--- config.mk ---
export PLATFORM = sky130hd
export DESIGN_NAME = voxel_chunk_stream_point_extractor
export DESIGN_NICKNAME = d
export VERILOG_FILES = /design/src/design/vcspe_pkg.sv /design/src/design/vcspe_parser.sv /design/src/design/vcspe_queue.sv /design/src/design/voxel_chunk_stream_point_extractor.sv
export SDC_FILE = /design/constraint.sdc
export NUM_CORES = 2
export LEC_CHECK = 0
export BUFFER_PORTS_ARGS = -buffer_cell sky130_fd_sc_hd__clkbuf_2
export CORE_MARGIN = 2
export CORE_UTILIZATION = 32
export CTS_CLUSTER_DIAMETER = 50
export DETAILED_ROUTE_END_ITERATION = 8
export GPL_TIMING_DRIVEN = 0
export SLEW_MARGIN = 0
export SYNTH_ARGS = -nofsm -noshare
export SYNTH_HDL_FRONTEND = slang
export SYNTH_SLANG_ARGS = --single-unit
export TNS_END_PERCENT = 10
--- constraint.sdc ---
create_clock -name clk -period 17.3 [get_ports clk]
set_input_delay 1.73 -clock clk [delete_from_list [all_inputs] [get_ports clk]]
set_output_delay 1.73 -clock clk [all_outputs]
set_load 0.02 [all_outputs]
--- src/design/vcspe_pkg.sv ---
// Shared types and constants of the voxel chunk stream point extractor.
`timescale 1ns / 1ps
`default_nettype none

package vcspe_pkg;

  localparam int POSITION_WIDTH_DEFAULT = 32;

  localparam int FILE_LENGTH_WIDTH = 32;
  localparam int POINT_LIMIT_WIDTH = 24;
  localparam int CFG_DATA_WIDTH    = 32;
  localparam int COORD_WIDTH       = 8;
  localparam int POINT_NUM_WIDTH   = 24;
  localparam int STATUS_WIDTH      = 2;

  localparam logic [FILE_LENGTH_WIDTH-1:0] FILE_LENGTH_RESET = 32'd1;
  localparam logic [POINT_LIMIT_WIDTH-1:0] POINT_LIMIT_RESET = 24'd2000000;

  // Register indexes of the configuration port.
  localparam logic CFG_FILE_LENGTH = 1'b0;
  localparam logic CFG_POINT_LIMIT = 1'b1;

  // "VOX " and "XYZI", first file byte in the low bits.
  localparam logic [31:0] MAGIC_WORD = 32'h20584F56;
  localparam logic [31:0] ID_XYZI    = 32'h495A5958;

  localparam logic KIND_POINT = 1'b0;
  localparam logic KIND_END   = 1'b1;

  localparam logic [STATUS_WIDTH-1:0] STATUS_OK       = 2'd0;
  localparam logic [STATUS_WIDTH-1:0] STATUS_BAD      = 2'd1;
  localparam logic [STATUS_WIDTH-1:0] STATUS_NO_POINT = 2'd2;

  localparam int QUEUE_DEPTH = 4;
  localparam int QUEUE_AW    = $clog2(QUEUE_DEPTH);
  localparam int QUEUE_CW    = $clog2(QUEUE_DEPTH + 1);

  typedef struct packed {
    logic                          kind;
    logic [COORD_WIDTH-1:0]        coord_x;
    logic [COORD_WIDTH-1:0]        coord_y;
    logic [COORD_WIDTH-1:0]        coord_z;
    logic [POINT_NUM_WIDTH-1:0]    point_number;
    logic [STATUS_WIDTH-1:0]       status;
  } result_t;

  typedef struct packed {
    logic point_en;
    logic end_en;
  } push_t;

  typedef struct packed {
    logic                has_room;
    logic                not_empty;
    logic [QUEUE_CW-1:0] level;
  } queue_status_t;

endpackage

`default_nettype wire

--- src/design/vcspe_parser.sv ---
// Front end: byte-wise VOX header and chunk walker that produces result items.
`timescale 1ns / 1ps
`default_nettype none

module vcspe_parser #(
  parameter int POSITION_WIDTH = vcspe_pkg::POSITION_WIDTH_DEFAULT
) (
  input  wire logic                                   clk,
  input  wire logic                                   rst,
  input  wire logic                                   take,
  input  wire logic [7:0]                             data_byte,
  input  wire logic [vcspe_pkg::FILE_LENGTH_WIDTH-1:0] file_length,
  input  wire logic [vcspe_pkg::POINT_LIMIT_WIDTH-1:0] point_limit,
  output vcspe_pkg::push_t                            push,
  output vcspe_pkg::result_t                          point_item,
  output vcspe_pkg::result_t                          end_item
);
  import vcspe_pkg::*;

  localparam int EW = (POSITION_WIDTH > FILE_LENGTH_WIDTH) ? POSITION_WIDTH : FILE_LENGTH_WIDTH;
  localparam int SW = EW + 2;

  typedef enum logic [2:0] {
    PH_MAGIC, PH_HEADER, PH_COUNT, PH_VOXEL, PH_SKIP, PH_DONE, PH_BAD
  } phase_t;

  phase_t                       phase, phase_next;
  logic [POSITION_WIDTH-1:0]    pos, pos_next;
  logic [63:0]                  hdr, hdr_next;
  logic [31:0]                  content, content_next;
  logic [POINT_LIMIT_WIDTH-1:0] vox_left, vox_left_next;
  logic [15:0]                  partial, partial_next;
  logic [3:0]                   fbi, fbi_next;
  logic [POINT_NUM_WIDTH-1:0]   made, made_next;

  logic [3:0]                   fbi_inc;
  logic [31:0]                  content_dec;
  logic [EW-1:0]                fl_ext;
  logic [POSITION_WIDTH-1:0]    end_pos;
  logic                         at_end;
  logic                         over_end;
  logic [31:0]                  chunk_id;
  logic [31:0]                  chunk_size;
  phase_t                       chunk_done_phase;
  logic [31:0]                  count_word;
  logic [31:0]                  room;
  logic [31:0]                  bound_a;
  logic [POINT_LIMIT_WIDTH-1:0] avail;
  logic [POINT_LIMIT_WIDTH-1:0] bounded;
  logic                         emit_point;
  logic [STATUS_WIDTH-1:0]      end_status;
  logic [POINT_NUM_WIDTH-1:0]   end_count;

  assign fbi_inc     = fbi + 4'd1;
  assign content_dec = content - 32'd1;
  assign chunk_id    = hdr[31:0];
  assign chunk_size  = hdr[63:32];
  assign fl_ext      = EW'(file_length);
  assign end_pos     = POSITION_WIDTH'(fl_ext - EW'(1));
  assign at_end      = (pos == end_pos);
  assign over_end    = (SW'(pos) + SW'(1) + SW'(chunk_size)) > SW'(file_length);
  assign chunk_done_phase = (made >= point_limit) ? PH_DONE : PH_HEADER;

  // Voxel count bound: min(count, room left in content, points still allowed).
  assign count_word = {data_byte, hdr[23:0]};
  assign room       = {2'b00, content_dec[31:2]};
  assign bound_a    = (count_word < room) ? count_word : room;
  assign avail      = (point_limit > made) ? (point_limit - made) : '0;
  assign bounded    = (32'(avail) < bound_a) ? avail : bound_a[POINT_LIMIT_WIDTH-1:0];

  always_comb begin
    phase_next    = phase;
    pos_next      = pos;
    hdr_next      = hdr;
    content_next  = content;
    vox_left_next = vox_left;
    partial_next  = partial;
    fbi_next      = fbi;
    made_next     = made;
    emit_point    = 1'b0;
    end_status    = STATUS_OK;
    end_count     = '0;

    case (phase)
      PH_MAGIC: begin
        if ((pos[POSITION_WIDTH-1:2] == '0) && (data_byte != MAGIC_WORD[8*pos[1:0] +: 8])) begin
          phase_next = PH_BAD;
        end else if (pos == POSITION_WIDTH'(7)) begin
          phase_next = PH_HEADER;
          hdr_next   = '0;
          fbi_next   = '0;
        end
      end
      PH_HEADER: begin
        if (!fbi[3]) begin
          hdr_next[8*fbi[2:0] +: 8] = data_byte;
        end
        fbi_next = fbi_inc;
        if (fbi_inc >= 4'd12) begin
          fbi_next = '0;
          hdr_next = '0;
          if (over_end) begin
            phase_next = PH_DONE;
          end else if (chunk_size == 32'd0) begin
            phase_next = chunk_done_phase;
          end else begin
            content_next = chunk_size;
            phase_next   = ((chunk_id == ID_XYZI) && (chunk_size >= 32'd4)) ? PH_COUNT : PH_SKIP;
          end
        end
      end
      PH_COUNT: begin
        content_next = content_dec;
        hdr_next[8*fbi[1:0] +: 8] = data_byte;
        fbi_next = fbi_inc;
        if (fbi_inc >= 4'd4) begin
          vox_left_next = bounded;
          hdr_next      = '0;
          fbi_next      = '0;
          if (bounded != '0) begin
            phase_next = PH_VOXEL;
          end else if (content_dec != 32'd0) begin
            phase_next = PH_SKIP;
          end else begin
            phase_next = chunk_done_phase;
          end
        end
      end
      PH_VOXEL: begin
        content_next = content_dec;
        case (fbi[1:0])
          2'd0: begin
            partial_next = {8'h00, data_byte};
          end
          2'd1: begin
            partial_next[15:8] = data_byte;
          end
          2'd2: begin
            emit_point = 1'b1;
            made_next  = made + POINT_NUM_WIDTH'(1);
          end
          default: begin
          end
        endcase
        fbi_next = fbi_inc;
        if (fbi_inc >= 4'd4) begin
          fbi_next      = '0;
          partial_next  = '0;
          vox_left_next = vox_left - POINT_LIMIT_WIDTH'(1);
          if (vox_left == POINT_LIMIT_WIDTH'(1)) begin
            phase_next = (content_dec != 32'd0) ? PH_SKIP : chunk_done_phase;
          end
        end
      end
      PH_SKIP: begin
        content_next = content_dec;
        if (content_dec == 32'd0) begin
          phase_next = chunk_done_phase;
          hdr_next   = '0;
          fbi_next   = '0;
        end
      end
      default: begin
      end
    endcase

    if ((phase_next == PH_BAD) || (phase_next == PH_MAGIC) || (file_length < 32'd8)) begin
      end_status = STATUS_BAD;
    end else if (made_next != '0) begin
      end_status = STATUS_OK;
    end else begin
      end_status = STATUS_NO_POINT;
    end

    // The end result reports the total including a point made on the same byte.
    end_count = made_next;

    if (at_end) begin
      phase_next    = PH_MAGIC;
      pos_next      = '0;
      hdr_next      = '0;
      content_next  = '0;
      vox_left_next = '0;
      partial_next  = '0;
      fbi_next      = '0;
      made_next     = '0;
    end else begin
      pos_next = pos + POSITION_WIDTH'(1);
    end
  end

  assign push.point_en = take & emit_point;
  assign push.end_en   = take & at_end;

  assign point_item.kind         = KIND_POINT;
  assign point_item.coord_x      = partial[7:0];
  assign point_item.coord_y      = data_byte;
  assign point_item.coord_z      = partial[15:8];
  assign point_item.point_number = made;
  assign point_item.status       = STATUS_OK;

  always_comb begin
    end_item              = '0;
    end_item.kind         = KIND_END;
    end_item.point_number = end_count;
    end_item.status       = end_status;
  end

  always_ff @(posedge clk) begin
    if (rst) begin
      phase    <= PH_MAGIC;
      pos      <= '0;
      hdr      <= '0;
      content  <= '0;
      vox_left <= '0;
      partial  <= '0;
      fbi      <= '0;
      made     <= '0;
    end else if (take) begin
      phase    <= phase_next;
      pos      <= pos_next;
      hdr      <= hdr_next;
      content  <= content_next;
      vox_left <= vox_left_next;
      partial  <= partial_next;
      fbi      <= fbi_next;
      made     <= made_next;
    end
  end

endmodule

`default_nettype wire

--- src/design/vcspe_queue.sv ---
// Back end: small result queue taking up to two items a cycle and presenting one.
`timescale 1ns / 1ps
`default_nettype none

module vcspe_queue (
  input  wire logic                clk,
  input  wire logic                rst,
  input  wire vcspe_pkg::push_t    push,
  input  wire vcspe_pkg::result_t  point_item,
  input  wire vcspe_pkg::result_t  end_item,
  input  wire logic                pop_ready,
  output vcspe_pkg::result_t       head,
  output vcspe_pkg::queue_status_t qstat
);
  import vcspe_pkg::*;

  result_t              slots [QUEUE_DEPTH];
  logic [QUEUE_AW-1:0]  wr_ptr, wr_ptr_next;
  logic [QUEUE_AW-1:0]  rd_ptr, rd_ptr_next;
  logic [QUEUE_AW-1:0]  end_slot;
  logic [QUEUE_CW-1:0]  level, level_next;
  logic [QUEUE_CW-1:0]  n_push;
  logic                 pop;

  assign n_push   = QUEUE_CW'(push.point_en) + QUEUE_CW'(push.end_en);
  assign pop      = (level != '0) && pop_ready;
  assign end_slot = wr_ptr + QUEUE_AW'(push.point_en);

  assign wr_ptr_next = wr_ptr + QUEUE_AW'(n_push);
  assign rd_ptr_next = rd_ptr + QUEUE_AW'(pop);
  assign level_next  = level + n_push - QUEUE_CW'(pop);

  assign head            = slots[rd_ptr];
  assign qstat.not_empty = (level != '0);
  assign qstat.has_room  = (level <= QUEUE_CW'(QUEUE_DEPTH - 2));
  assign qstat.level     = level;

  always_ff @(posedge clk) begin
    if (rst) begin
      wr_ptr <= '0;
      rd_ptr <= '0;
      level  <= '0;
    end else begin
      wr_ptr <= wr_ptr_next;
      rd_ptr <= rd_ptr_next;
      level  <= level_next;
    end
  end

  always_ff @(posedge clk) begin
    if (push.point_en) begin
      slots[wr_ptr] <= point_item;
    end
    if (push.end_en) begin
      slots[end_slot] <= end_item;
    end
  end

endmodule

`default_nettype wire

--- src/design/voxel_chunk_stream_point_extractor.sv ---
// Top level of the voxel chunk stream point extractor.
`timescale 1ns / 1ps
`default_nettype none

// The block takes a VOX file one byte per item and returns its voxel points. While the queue has
// room, a steady stream runs at one byte per clock; the walker's per-byte update of its position,
// chunk and voxel counters is what fixes that figure. Result
// items go into a four-entry queue that takes up to two items per byte (a point and the end
// result can come from the same byte), so input is refused only while that queue holds more
// than two items waiting on the output side. Configure file_length and point_limit while no
// file is in flight; the end result arrives on the last byte and the next byte starts a new
// file.
module voxel_chunk_stream_point_extractor #(
  parameter int POSITION_WIDTH = vcspe_pkg::POSITION_WIDTH_DEFAULT
) (
  input  wire logic                                  clk,
  input  wire logic                                  rst,
  // Byte stream.
  input  wire logic                                  in_valid,
  output wire logic                                  in_ready,
  input  wire logic [7:0]                            data_byte,
  // Result stream.
  output wire logic                                  out_valid,
  input  wire logic                                  out_ready,
  output wire logic                                  kind,
  output wire logic [vcspe_pkg::COORD_WIDTH-1:0]     coord_x,
  output wire logic [vcspe_pkg::COORD_WIDTH-1:0]     coord_y,
  output wire logic [vcspe_pkg::COORD_WIDTH-1:0]     coord_z,
  output wire logic [vcspe_pkg::POINT_NUM_WIDTH-1:0] point_number,
  output wire logic [vcspe_pkg::STATUS_WIDTH-1:0]    status,
  // Configuration writes.
  input  wire logic                                  cfg_write,
  input  wire logic                                  cfg_index,
  input  wire logic [vcspe_pkg::CFG_DATA_WIDTH-1:0]  cfg_data
);
  import vcspe_pkg::*;

  logic [FILE_LENGTH_WIDTH-1:0] file_length;
  logic [POINT_LIMIT_WIDTH-1:0] point_limit;

  logic          take;
  push_t         push;
  result_t       point_item;
  result_t       end_item;
  result_t       head;
  queue_status_t qstat;

  // Configuration registers are written directly; the walker sees them on the next cycle.
  always_ff @(posedge clk) begin
    if (rst) begin
      file_length <= FILE_LENGTH_RESET;
      point_limit <= POINT_LIMIT_RESET;
    end else if (cfg_write) begin
      case (cfg_index)
        CFG_FILE_LENGTH: file_length <= cfg_data[FILE_LENGTH_WIDTH-1:0];
        CFG_POINT_LIMIT: point_limit <= cfg_data[POINT_LIMIT_WIDTH-1:0];
        default: begin
        end
      endcase
    end
  end

  // A byte is taken whenever the queue can absorb the worst case of two results.
  assign in_ready = qstat.has_room;
  assign take     = in_valid & in_ready;

  vcspe_parser #(
    .POSITION_WIDTH (POSITION_WIDTH)
  ) u_parser (
    .clk         (clk),
    .rst         (rst),
    .take        (take),
    .data_byte   (data_byte),
    .file_length (file_length),
    .point_limit (point_limit),
    .push        (push),
    .point_item  (point_item),
    .end_item    (end_item)
  );

  vcspe_queue u_queue (
    .clk        (clk),
    .rst        (rst),
    .push       (push),
    .point_item (point_item),
    .end_item   (end_item),
    .pop_ready  (out_ready),
    .head       (head),
    .qstat      (qstat)
  );

  assign out_valid    = qstat.not_empty;
  assign kind         = head.kind;
  assign coord_x      = head.coord_x;
  assign coord_y      = head.coord_y;
  assign coord_z      = head.coord_z;
  assign point_number = head.point_number;
  assign status       = head.status;

  // The queue never holds more items than it has entries.
  a_queue_bound: assert property (@(posedge clk) disable iff (rst)
    qstat.level <= QUEUE_CW'(QUEUE_DEPTH))
    else $error("result queue over capacity");

  // A point result always carries the ok status.
  a_point_status: assert property (@(posedge clk) disable iff (rst)
    (out_valid && (kind == KIND_POINT)) |-> (status == STATUS_OK))
    else $error("point result with nonzero status");

  // An end result carries zero coordinates.
  a_end_coords: assert property (@(posedge clk) disable iff (rst)
    (out_valid && (kind == KIND_END)) |-> ((coord_x == '0) && (coord_y == '0) && (coord_z == '0)))
    else $error("end result with nonzero coordinates");

  // A byte that yields two results needs two free entries when it is taken.
  a_room_on_take: assert property (@(posedge clk) disable iff (rst)
    (push.point_en && push.end_en) |-> (qstat.level <= QUEUE_CW'(QUEUE_DEPTH - 2)))
    else $error("double push without room");

endmodule

`default_nettype wire
==> flow_summary.yaml <==
status:
  outcome: "complete, no violations"
route:
  antenna_left: 0
  drc: 0
  wl_mm: 125.4
  vias_per_cell: 5.752
  dr.pass1.iters: 7
  post_drt_wl_per_cell_um: 22.64
  vias: 31860
  drtIter0Drc: 3665
synth:
  netlist_top_cells_area: "dfxtp_1 23%, edfxtp_1 9.9%, nand2_1 7.0%"
  synth_fp_nets: 4230
  ys_types: 94
  synth_edf_count: 104
  syn-cell-area_sq_um: 31560
  yosys_most_used_dff: "dfxtp_1"
  syn_inst: 4021
  ys_seq_area_share_pct: 32.86
  syn_avg_cell_area_sq_um: 7.848
  yosysTopAreaCellShare_pct: 22.96
  ys_ff_latch: 466
  synth_largest_area_cell: "dfxtp_1"
  async_reset_ff_share_pct: 0
  yosys_warnings: 0
clocking:
  cts_tree: "built"
  clockBufferDepth: 3
  post_cts_resized: 0
  cts_sinks: 466
  htree_levels: 3
  postCtsSetupBuffers: 0
  numCtsBuffers: 73
  cts_root_buf: "clkbuf_16"
  clkSlewWorstSetupHoldPaths_ns: 0.06
  clock_latency_ns: 0.63
  holdBufCountCts: 0
timing:
  fmax_mhz: 96.20
  timing.final.crit_period_ns: 10.39
  tns_ns: 0
  setup_viol: 0
  worst_pin_slew_ns: 1.178
  relSlewSlack_pct: 20.72
  hold_violations: 0
  finalCritPeriodShare_pct: 60.09
  rsz0062_at_grt: "no"
  slew_violations: 0
  finClkSkew_ns: 0.02417
critical_path:
  crit_type: "reg -> reg"
  cp.required_ns: 17.64
  cp_num_buf_inv: 4
  crit_family: "compound AO/OA/AOI/OAI gates"
  crit_slowest_cell: "nor3b_1"
  crit_arrival_ns: 10.74
  crit_fanout: 10
  end_kind: "flip-flop"
  max_stage_delay_ns: 0.82
  start_kind: "flip-flop"
power:
  power.total_mw: 4.080
  p_per_area_nw_per_um2: 113.1
  cellLeakagePower_nw: 13.87
  irDropWorstVdd_mv: 0.08078
floorplanning:
  start_util_pct: 32.16
  boundaryPins: 99
  die_x_um: 318.0
  coreArea_sq_um: 98130
  dieHeight_um: 318.0
  rows: 115
  fp.dieArea_sq_um: 101100
global_route:
  antenna_found_initial: 0
  overflow: 0
  grt_pass1_vias: 29460
  track_usage_pct: 23.96
  grt_start_max_net_pins: 27
  grt_pass1_wl_mm: 187.2
place:
  place.gp.congestion: 1.011
  dpl.hpwl_mm: 95.43
  dp.cells: 5404
  port_buffers: 95
finish:
  layout.nets: 4402
  syn2layout_area_growth_pct: 14.37
  n_fill_cell: 10310
  layout.cells.non_filler: 5539
  drive_gt1_share_pct: 8.516
hold_path:
  holdCritPathClass: "reg -> reg"
job:
  drv_cap: 0
registers in the layout, summed over array words and instances (netlist names), 4 cells and up:
name	count
u_queue.slots	204
u_parser.made	24
file_length	32
u_parser.partial	16
u_parser.content	32
u_parser.pos	32
point_limit	24
u_parser.fbi	4
u_parser.hdr	64
u_parser.vox_left	24
path summary, 6_finish.rpt:
kind / start / end / slack (ns) / cells after the start
worst max-delay path: u_parser.content[0] / u_queue.slots[1][0] / 6.91 / 30
worst min-delay path: u_queue.slots[2][50] / u_queue.slots[2][50] / 0.45 / 2
worst max register to register: u_parser.content[0] / u_queue.slots[1][0] / 6.91 / 30
worst min register to register: u_queue.slots[2][50] / u_queue.slots[2][50] / 0.45 / 2
metrics by stage:
stage | hold slack [ns] | setup WS, ns | instance area, sq um | utilization [%]
floorplan | 0.4183 | 9.861 | 31560 | -
global placement | 0.4321 | 7.246 | 33640 | 34.28
detailed placement | 0.4447 | 7.277 | 33660 | 34.30
CTS | 0.4524 | 7.194 | 36070 | 36.76
global route | 0.4680 | 6.440 | 36090 | 36.78
finish | 0.4477 | 6.905 | 36090 | 36.78
worst reg2reg max path: cells and delay by family, from the launching register on:
family	cells	cell delay, ns
and+or+nand+nor	8	2.87
adders and majority gates	3	0.89
buffers and inverters	4	1.09
DFF	1	0.36
muxes	3	1.57
AOI/OAI and AO/OA	11	2.98
xor gates and xnor gates	1	0.32
routing by layer:
metal	GRT usage, %	part of all wire [%]	vias to the layer above
met5	0	0	-
met4	9.689	4.2	0
met3	3.471	8.2	285
met2	38.81	46	1515
met1	32.01	42	15170
li1	-	-	14890
kinds of logic (layout without fill, tap and decap cells):
kind of cell	Yosys count	count (layout)	share of synthesized area (%)
xor+xnor	180	180	5.020
flops	466	466	32.86
buf+inv	419	649	5.178
simple gates	1614	1614	24.38
mux	105	105	5.369
other cells	0	1	0
compound gates	1074	1074	20.65
fa+ha+maj	163	163	6.534
cell type report:
| type | count | area (sq um) | area share, % |
|---|---|---|---|
| repair buffers | 97 | 488.0 | 1.352 |
| well taps | 1287 | 1610 | 4.462 |
| flip-flops and latches | 466 | 10370 | 28.73 |
| plain buffers | 300 | 1187 | 3.290 |
| clock buffers | 91 | 1952 | 5.408 |
| clock inverters | 42 | 466.7 | 1.293 |
| multi-input cells | 3136 | 19570 | 54.22 |
| diodes | 1 | 2.502 | 0.006933 |
| inverters | 119 | 446.7 | 1.238 |
layout by cell type, fill, tap and decap left out, types with 23 or more instances in the layout:
cell type	n
nor2_1	334
nand3b_1	27
ha_1	160
a21oi_1	398
and3_1	42
o21ai_1	48
buf_2	24
nor2b_1	50
o22ai_1	39
o31ai_1	67
clkbuf_16	73
nor3_1	113
a22oi_1	44
and2_1	23
inv_1	117
edfxtp_1	104
nand4_1	52
nor4_1	54
clkbuf_1	264
xor2_1	68
mux4_2	51
dfxtp_1	362
o21ai_0	225
mux2i_1	50
xnor2_1	111
o211ai_1	27
a21o_1	48
nand2_1	582
nand3_1	177
clkbuf_2	97
or3_1	36
report_power, final:
| group | internal (mW) | total, mW | switching (mW) | leakage, nW |
|---|---|---|---|---|
| sequential | 1.13 | 1.16 | 0.0290 | 4.12 |
| clock | 0.869 | 1.47 | 0.602 | 1.17 |
| combinational | 0.466 | 1.45 | 0.983 | 8.58 |
| total | 2.47 | 4.08 | 1.61 | 13.9 |
Yosys cell counts (51+ instances only):
cell	number
a21oi_1	398
clkbuf_1	253
dfxtp_1	362
edfxtp_1	104
ha_1	160
inv_1	117
mux4_2	51
nand2_1	586
nand3_1	177
nand4_1	52
nor2_1	334
nor3_1	113
nor4_1	55
o21ai_0	225
o31ai_1	67
xnor2_1	111
xor2_1	68
No activity file was read; power rests on OpenSTA's default activity.
